[src/design/mep_pkg.sv]
// Shared types, constants and functions of the Mandelbrot escape-time pixel block.
package mep_pkg;

  // Iteration limit and largest picture dimension.
  localparam int ITER_LIMIT = 100;
  localparam int MAX_DIM    = 4096;

  // Field widths.
  localparam int COORD_W = 12;
  localparam int STEP_W  = 30;
  localparam int COLOR_W = 8;
  localparam int COUNT_W = 7;
  localparam int ITER_W  = $clog2(ITER_LIMIT + 1);
  localparam int HUE_W   = 9;

  // Q4.28 fixed point.
  localparam int FRAC_BITS = 28;
  localparam int Q_W       = 32;
  localparam int PROD_W    = 2 * Q_W;
  localparam int SUM_W     = 40;

  localparam logic signed [PROD_W-1:0] Q_MAX_WIDE = 64'sd2147483647;
  localparam logic signed [PROD_W-1:0] Q_MIN_WIDE = -64'sd2147483648;
  localparam logic signed [Q_W-1:0]    Q_MAX      = 32'sh7FFF_FFFF;
  localparam logic signed [Q_W-1:0]    Q_MIN      = 32'sh8000_0000;

  // Corner of the picture: -2.0 and -1.5, and the escape bound 4.0.
  localparam logic signed [PROD_W-1:0] C_RE_BASE = -(64'sd2 <<< FRAC_BITS);
  localparam logic signed [PROD_W-1:0] C_IM_BASE = -(64'sd3 <<< (FRAC_BITS - 1));
  localparam logic signed [SUM_W-1:0]  Q_FOUR    = 40'sd4 <<< FRAC_BITS;

  // Configuration register indexes and reset values.
  localparam int CFG_ADDR_W = 1;
  localparam logic [CFG_ADDR_W-1:0] REG_REAL_STEP = 1'b0;
  localparam logic [CFG_ADDR_W-1:0] REG_IMAG_STEP = 1'b1;
  localparam logic [STEP_W-1:0] REAL_STEP_RST = 30'd1260260;
  localparam logic [STEP_W-1:0] IMAG_STEP_RST = 30'd1681224;

  typedef struct packed {
    logic [STEP_W-1:0] real_step;
    logic [STEP_W-1:0] imag_step;
  } steps_t;

  // Operand pairs and products of the three-lane multiplier.
  typedef struct packed {
    logic signed [Q_W-1:0] a0;
    logic signed [Q_W-1:0] b0;
    logic signed [Q_W-1:0] a1;
    logic signed [Q_W-1:0] b1;
    logic signed [Q_W-1:0] a2;
    logic signed [Q_W-1:0] b2;
  } mul_req_t;

  typedef struct packed {
    logic signed [PROD_W-1:0] p0;
    logic signed [PROD_W-1:0] p1;
    logic signed [PROD_W-1:0] p2;
  } mul_rsp_t;

  // Sequencer status toward the output stage.
  typedef struct packed {
    logic              done;
    logic [ITER_W-1:0] iter;
  } seq_stat_t;

  // Hue per iteration count, built at elaboration.
  typedef logic [HUE_W-1:0] hue_tbl_t [ITER_LIMIT+1];

  function automatic hue_tbl_t hue_build();
    hue_tbl_t t;
    for (int i = 0; i <= ITER_LIMIT; i++) begin
      t[i] = HUE_W'((i * 360) / ITER_LIMIT);
    end
    return t;
  endfunction

  localparam hue_tbl_t HUE_TABLE = hue_build();

  // Clip a wide signed value to the Q4.28 range.
  function automatic logic signed [Q_W-1:0] sat_q(input logic signed [PROD_W-1:0] v);
    logic signed [Q_W-1:0] r;
    if (v > Q_MAX_WIDE) begin
      r = Q_MAX;
    end else if (v < Q_MIN_WIDE) begin
      r = Q_MIN;
    end else begin
      r = v[Q_W-1:0];
    end
    return r;
  endfunction

endpackage

[src/design/mep_cfg_if.sv]
// Configuration write channel.
interface mep_cfg_if;
  import mep_pkg::*;

  logic                  valid;
  logic                  ready;
  logic [CFG_ADDR_W-1:0] addr;
  logic [STEP_W-1:0]     data;

  modport source (output valid, addr, data, input ready);
  modport sink   (input valid, addr, data, output ready);
endinterface

[src/design/mep_cfg_regs.sv]
// Step registers written through the configuration channel.
module mep_cfg_regs (
  input  logic            clk_i,
  input  logic            rst_ni,
  mep_cfg_if.sink         cfg_i,
  output mep_pkg::steps_t steps_o
);
  import mep_pkg::*;

  steps_t steps_q, steps_d;

  assign cfg_i.ready = 1'b1;
  assign steps_o     = steps_q;

  always_comb begin
    steps_d = steps_q;
    if (cfg_i.valid) begin
      case (cfg_i.addr)
        REG_REAL_STEP: steps_d.real_step = cfg_i.data;
        REG_IMAG_STEP: steps_d.imag_step = cfg_i.data;
        default:       steps_d = steps_q;
      endcase
    end
  end

  always_ff @(posedge clk_i or negedge rst_ni) begin
    if (!rst_ni) begin
      steps_q.real_step <= REAL_STEP_RST;
      steps_q.imag_step <= IMAG_STEP_RST;
    end else begin
      steps_q <= steps_d;
    end
  end

endmodule

[src/flat_wrapper.sv]
// flat-port wrapper written by rule: the top's interface ports become plain ports
module mep_cfg_regs_flat import mep_pkg::*;
  (clk_i, rst_ni, steps_o, cfg_i_valid, cfg_i_addr, cfg_i_data, cfg_i_ready);
  mep_cfg_if cfg_i_i ();
  input  logic clk_i;
  input  logic rst_ni;
  output mep_pkg::steps_t steps_o;
  input wire logic [$bits(cfg_i_i.valid)-1:0] cfg_i_valid;
  input wire logic [$bits(cfg_i_i.addr)-1:0] cfg_i_addr;
  input wire logic [$bits(cfg_i_i.data)-1:0] cfg_i_data;
  output wire logic [$bits(cfg_i_i.ready)-1:0] cfg_i_ready;
  assign cfg_i_i.valid = cfg_i_valid;
  assign cfg_i_i.addr = cfg_i_addr;
  assign cfg_i_i.data = cfg_i_data;
  assign cfg_i_ready = cfg_i_i.ready;
  mep_cfg_regs u_core (.clk_i(clk_i), .rst_ni(rst_ni), .cfg_i(cfg_i_i), .steps_o(steps_o));
endmodule
[config.mk]
export PLATFORM = sky130hd
export DESIGN_NAME = mep_cfg_regs_flat
export DESIGN_NICKNAME = d
export VERILOG_FILES = /design/src/design/mep_pkg.sv /design/src/design/mep_cfg_if.sv /design/src/design/mep_cfg_regs.sv /design/src/flat_wrapper.sv
export SDC_FILE = /design/constraint.sdc
export NUM_CORES = 1
export LEC_CHECK = 0
export ABC_AREA = 1
export BUFFER_PORTS_ARGS = -buffer_cell sky130_fd_sc_hd__buf_4
export CAP_MARGIN = 20
export CORE_AREA = 2 2 81 83
export DETAILED_ROUTE_END_ITERATION = 6
export DIE_AREA = 0 0 83 85
export GPL_ROUTABILITY_DRIVEN = 0
export GPL_TIMING_DRIVEN = 1
export PLACE_DENSITY = 0.77
export SLEW_MARGIN = 20
export SYNTH_ARGS = -nofsm -noshare
export SYNTH_HDL_FRONTEND = slang
export SYNTH_SLANG_ARGS = --single-unit
[constraint.sdc]
create_clock -name clk_i -period 1.35 [get_ports clk_i]
set_input_delay 0.2025 -clock clk_i [delete_from_list [all_inputs] [get_ports clk_i]]
set_output_delay 0.2025 -clock clk_i [all_outputs]
set_load 0.05 [all_outputs]
After elaboration in Yosys (flattened, before gate mapping). Cells that the tools add are included.

Reduce and logical (&&, ||, !) cells: 2. Bitwise gates (word level): 1.

Operators with widths (number): $reduce_and 2->1 (2); $not 1->1 (1).

Flip-flop bits (word level): 60. Output and inout port bits: 61. Input bits: 34.

Logic depth before layout (Yosys ltp).
Depth after elaboration: 2. Gate-level depth with buffers: 5. Mapped depth without buffers: 4.

Worst setup path after synthesis. Ideal clock, no wire load.

Kind: reg2out. Start point: register u_core.steps_q (netlist bit u_core.steps_o[10]). End point: output steps_o[10] (netlist name). Cell stages (with the launch flop): 1. Path buffers: 0. Required time: 1.148 ns. Arrival time: 0.664 ns. Setup slack: 0.484 ns. Cells stage by stage: dfstp_2.

RTL lines: start: declaration (RTL line mep_cfg_regs.sv:10) `steps_t steps_q, steps_d;`; start signal: assignment (RTL line mep_cfg_regs.sv:31) `steps_q <= steps_d;`; end: declaration (RTL line flat_wrapper.sv:7) `output mep_pkg::steps_t steps_o;`.

No word-level cell between the ends.

Final worst setup path.
Start point: register u_core.steps_q (netlist bit u_core.steps_o[35]). End point: output steps_o[35] (netlist name).

No word-level cell between the ends.

==> results.md <==
| Metric | Reported |
|---|---|
| Clock share of power | 34.1% |
| Origin of the critical flop-to-flop path | u_core.steps_o[35] |
| H-tree levels | 3 |
| Status | finished clean |
| Antenna cell count | 0 |
| Number of design-rule violations left by the first detailed-router iteration | 112 |
| Sum Neg Setup Slack | 0 ns |
| GRT Max-Usage Layer | met2 |
| Number of buffers inserted by post-CTS setup repair | 0 |
| Number of flip-flops in the largest register | 60 |
| Antenna-violating nets left | 0 |
| #FFs+latches synth | 60 |
| Cell type group with the largest total delay on the critical path | flip-flops |
| Met1 routing resource usage after global routing | 23.8% |
| Share of final-layout standard cells stronger than drive strength 1 | 38.0% |
| Class of the most critical setup path | flip-flop to output port |
| Category of the worst setup path launch point | flip-flop |
| Final worst path period need | 1.27 ns |
| Clock-pin slew on the worst setup and hold paths | 0.07 ns |
| Fin Clk Skew | 0 ns |
| Net switching power | 2.00 mW |
| Area of the mapped netlist | 2400 µm² |
| Max-slew violation count | 0 |
| Min-Delay Path Class | input pin to flip-flop |
| Worst-case setup margin in the final layout | 0.0839 ns |
| Reg-to-reg setup timing slack | 0.63 ns |
| Number of global-route vias before repair | 2034 |
| Internal Power | 3.88 mW |
| RR Endpoint | u_core.steps_o[35] |
| Number of clock buffers inserted by TritonCTS | 9 |
| Endpoints failing setup | 0 |
| Portion of the post-synthesis area used by sequential elements | 63.8% |
| Sequential fraction of design power | 37.8% |
| Net count of the finished layout | 390 |
| Maximum number of pins on one net before global-route repair | 58 |
| Post-route DRC | 0 |
| Global-route met2 utilization | 28.4% |
| Die Outline Area | 7060 µm² |
| Share of the clock period used by the worst path after layout | 93.8% |
| CP arrival | 1.06 ns |
| Worst Path Max Fanout | 2 |
| Final HPWL from detailed placement | 4270 µm |
| Per-cell routed wire length | 14.1 µm |
| Min-delay src | cfg_i_data[16] |
| Initial antenna violation count | 0 |
| Post-Place Worst Slack | 0.292 ns |
| Cell count of the worst reg-to-reg path | 2 |
| Post-Syn Instances | 264 |
| Clock root buffer master | sky130_fd_sc_hd__clkbuf_8 |
| Total routing resource utilization after global routing | 18.1% |
| Number of I/O port buffers | 93 |
| First-pass GRT wire length | 10100 µm |
| Bufs and invs on worst path | 1 |
| Clock sinks | 60 |
| Fmax achieved | 790 MHz |
| Net Sw Frac | 34.0% |
| Filler cell count | 557 |
| Die X-Extent | 83 µm |
| Met3 usage in global routing | 5.16% |
| Core region area | 6200 µm² |
| Critical Path RT | 1.15 ns |
| Peak ir drop on the vdd network | 0.000827 V |
| Hold Path End | u_core.steps_o[16] |
| Slowest stage cell, crit path | sky130_fd_sc_hd__dfstp_2 |
| Via count | 2131 |
| Distinct cell type count of the synthesized netlist | 8 |
| Clk_lat worst skew | 0.33 ns |
| Top Ports | 95 |
| Setup crit end kind | output port |
| Area grow syn2layout | 43.0% |
| Commonest non-fill, non-tap cells in the layout | 122 x sky130_fd_sc_hd__nand2_1, 98 x sky130_fd_sc_hd__buf_4, 60 x sky130_fd_sc_hd__nand3_1 |
| Static leakage | 1.85 nW |
| Part of the power in combinational logic | 28.1% |
| Pwr per Cell Area | 1720 nW/µm² |
| Largest incremental delay on the critical path | 0.54 ns |
| Final hold violations | 0 |
| Unrepaired setup endpoints after global routing | false |
| Number of buffers between clock root and the deepest sink | 2 |
| Total grt overflow | 0 |
| Net count after synthesis | 298 |
| Clock tree from TritonCTS | built |
| Worst hold path stage count | 3 |
| Post-detailed-route via-to-cell ratio | 4.87 |
| Overall die height | 85 µm |
| Commonest non-fill, non-tap cell in the layout | sky130_fd_sc_hd__nand2_1 |
| Non-filler cells, final | 438 |
| Post-synthesis average cell area | 9.08 µm² |
| Drt total wl | 6190 µm |
| Cell total after placement | 421 |
| First-pass iteration count of the detailed router | 4 |
| Max_cap viols | 0 |
| Cell Chain, Critical Path | buf_4 |
| # rows | 29 |
| Number of warnings reported in the yosys synthesis log | 0 |
| Initial standard-cell utilization of the core | 38.6% |
==> metal layers <==
metal	wire length, µm	share of wire (%)
met5	0	0
met4	81	1.3
met3	316	5.1
met2	3090	50
met1	2700	44
==> cells in the mapped netlist, drive strengths merged <==
master  count  area share [%]
nand2     122              19
conb        1            0.16
nand3      60              13
inv         1            0.16
dfrtp      39              41
buf        20             4.3
dfstp      21              23
==> timing repair <==
item                      CTS  global route
hold buffers                1             0
gates resized for setup     0             0
hold endpoints to repair   15             0
==> kinds of logic (layout without fill, tap and decap cells) <==
| kind of cell | Yosys count | in the layout | share of synthesized area, % |
|---|---|---|---|
| other | 1 | 1 | 0.157 |
| buffers and inverters | 21 | 118 | 4.44 |
| and+or+nand+nor | 182 | 182 | 31.6 |
| DFF | 60 | 60 | 63.8 |
==> worst max-delay path by stage <==
stage                       startpoint            endpoint  slack [ns]  cells past startpoint
CTS                 u_core.steps_o[19]         steps_o[19]        0.07                      1
global route        u_core.steps_o[50]         steps_o[50]        0.04                      1
finish              u_core.steps_o[35]         steps_o[35]        0.08                      1
global placement            cfg_i_addr  u_core.steps_o[40]        0.34                      5
floorplan           u_core.steps_o[10]         steps_o[10]        0.48                      0
detailed placement          cfg_i_addr  u_core.steps_o[49]        0.29                      6
==> stage by stage <==
step	total power [mW]	instance area (µm²)	utilization (%)	hold slack [ns]
after floorplan	3.32	2400	-	-0.0931
after global placement	3.89	3170	51.0	0.159
after detailed placement	3.92	3170	51.0	0.161
after CTS	5.94	3430	55.2	0.0826
after global routing	6.12	3430	55.2	0.0861
final	5.88	3430	55.2	0.0962
==> final cells by class <==
class / instances / area (µm²) / area share, %
clock buffer: 12 / 155 / 4.53
clock inverter: 4 / 95.1 / 2.78
inverter: 1 / 3.75 / 0.110
multi-input combinational: 183 / 762 / 22.2
sequential: 60 / 1530 / 44.6
tap: 77 / 96.3 / 2.81
timing repair buffer: 101 / 786 / 22.9
==> power by group through the flow <==
stage	logic (mW)	clock network, mW	registers [mW]
2_1_floorplan	0.276	0	3.04
3_3_place_gp	1.64	0	2.25
3_5_place_dp	1.67	0	2.25
4_1_cts	1.67	2.04	2.22
5_1_grt	1.74	2.12	2.25
6_report	1.65	2.00	2.22
No activity file was read; power rests on OpenSTA's default activity.
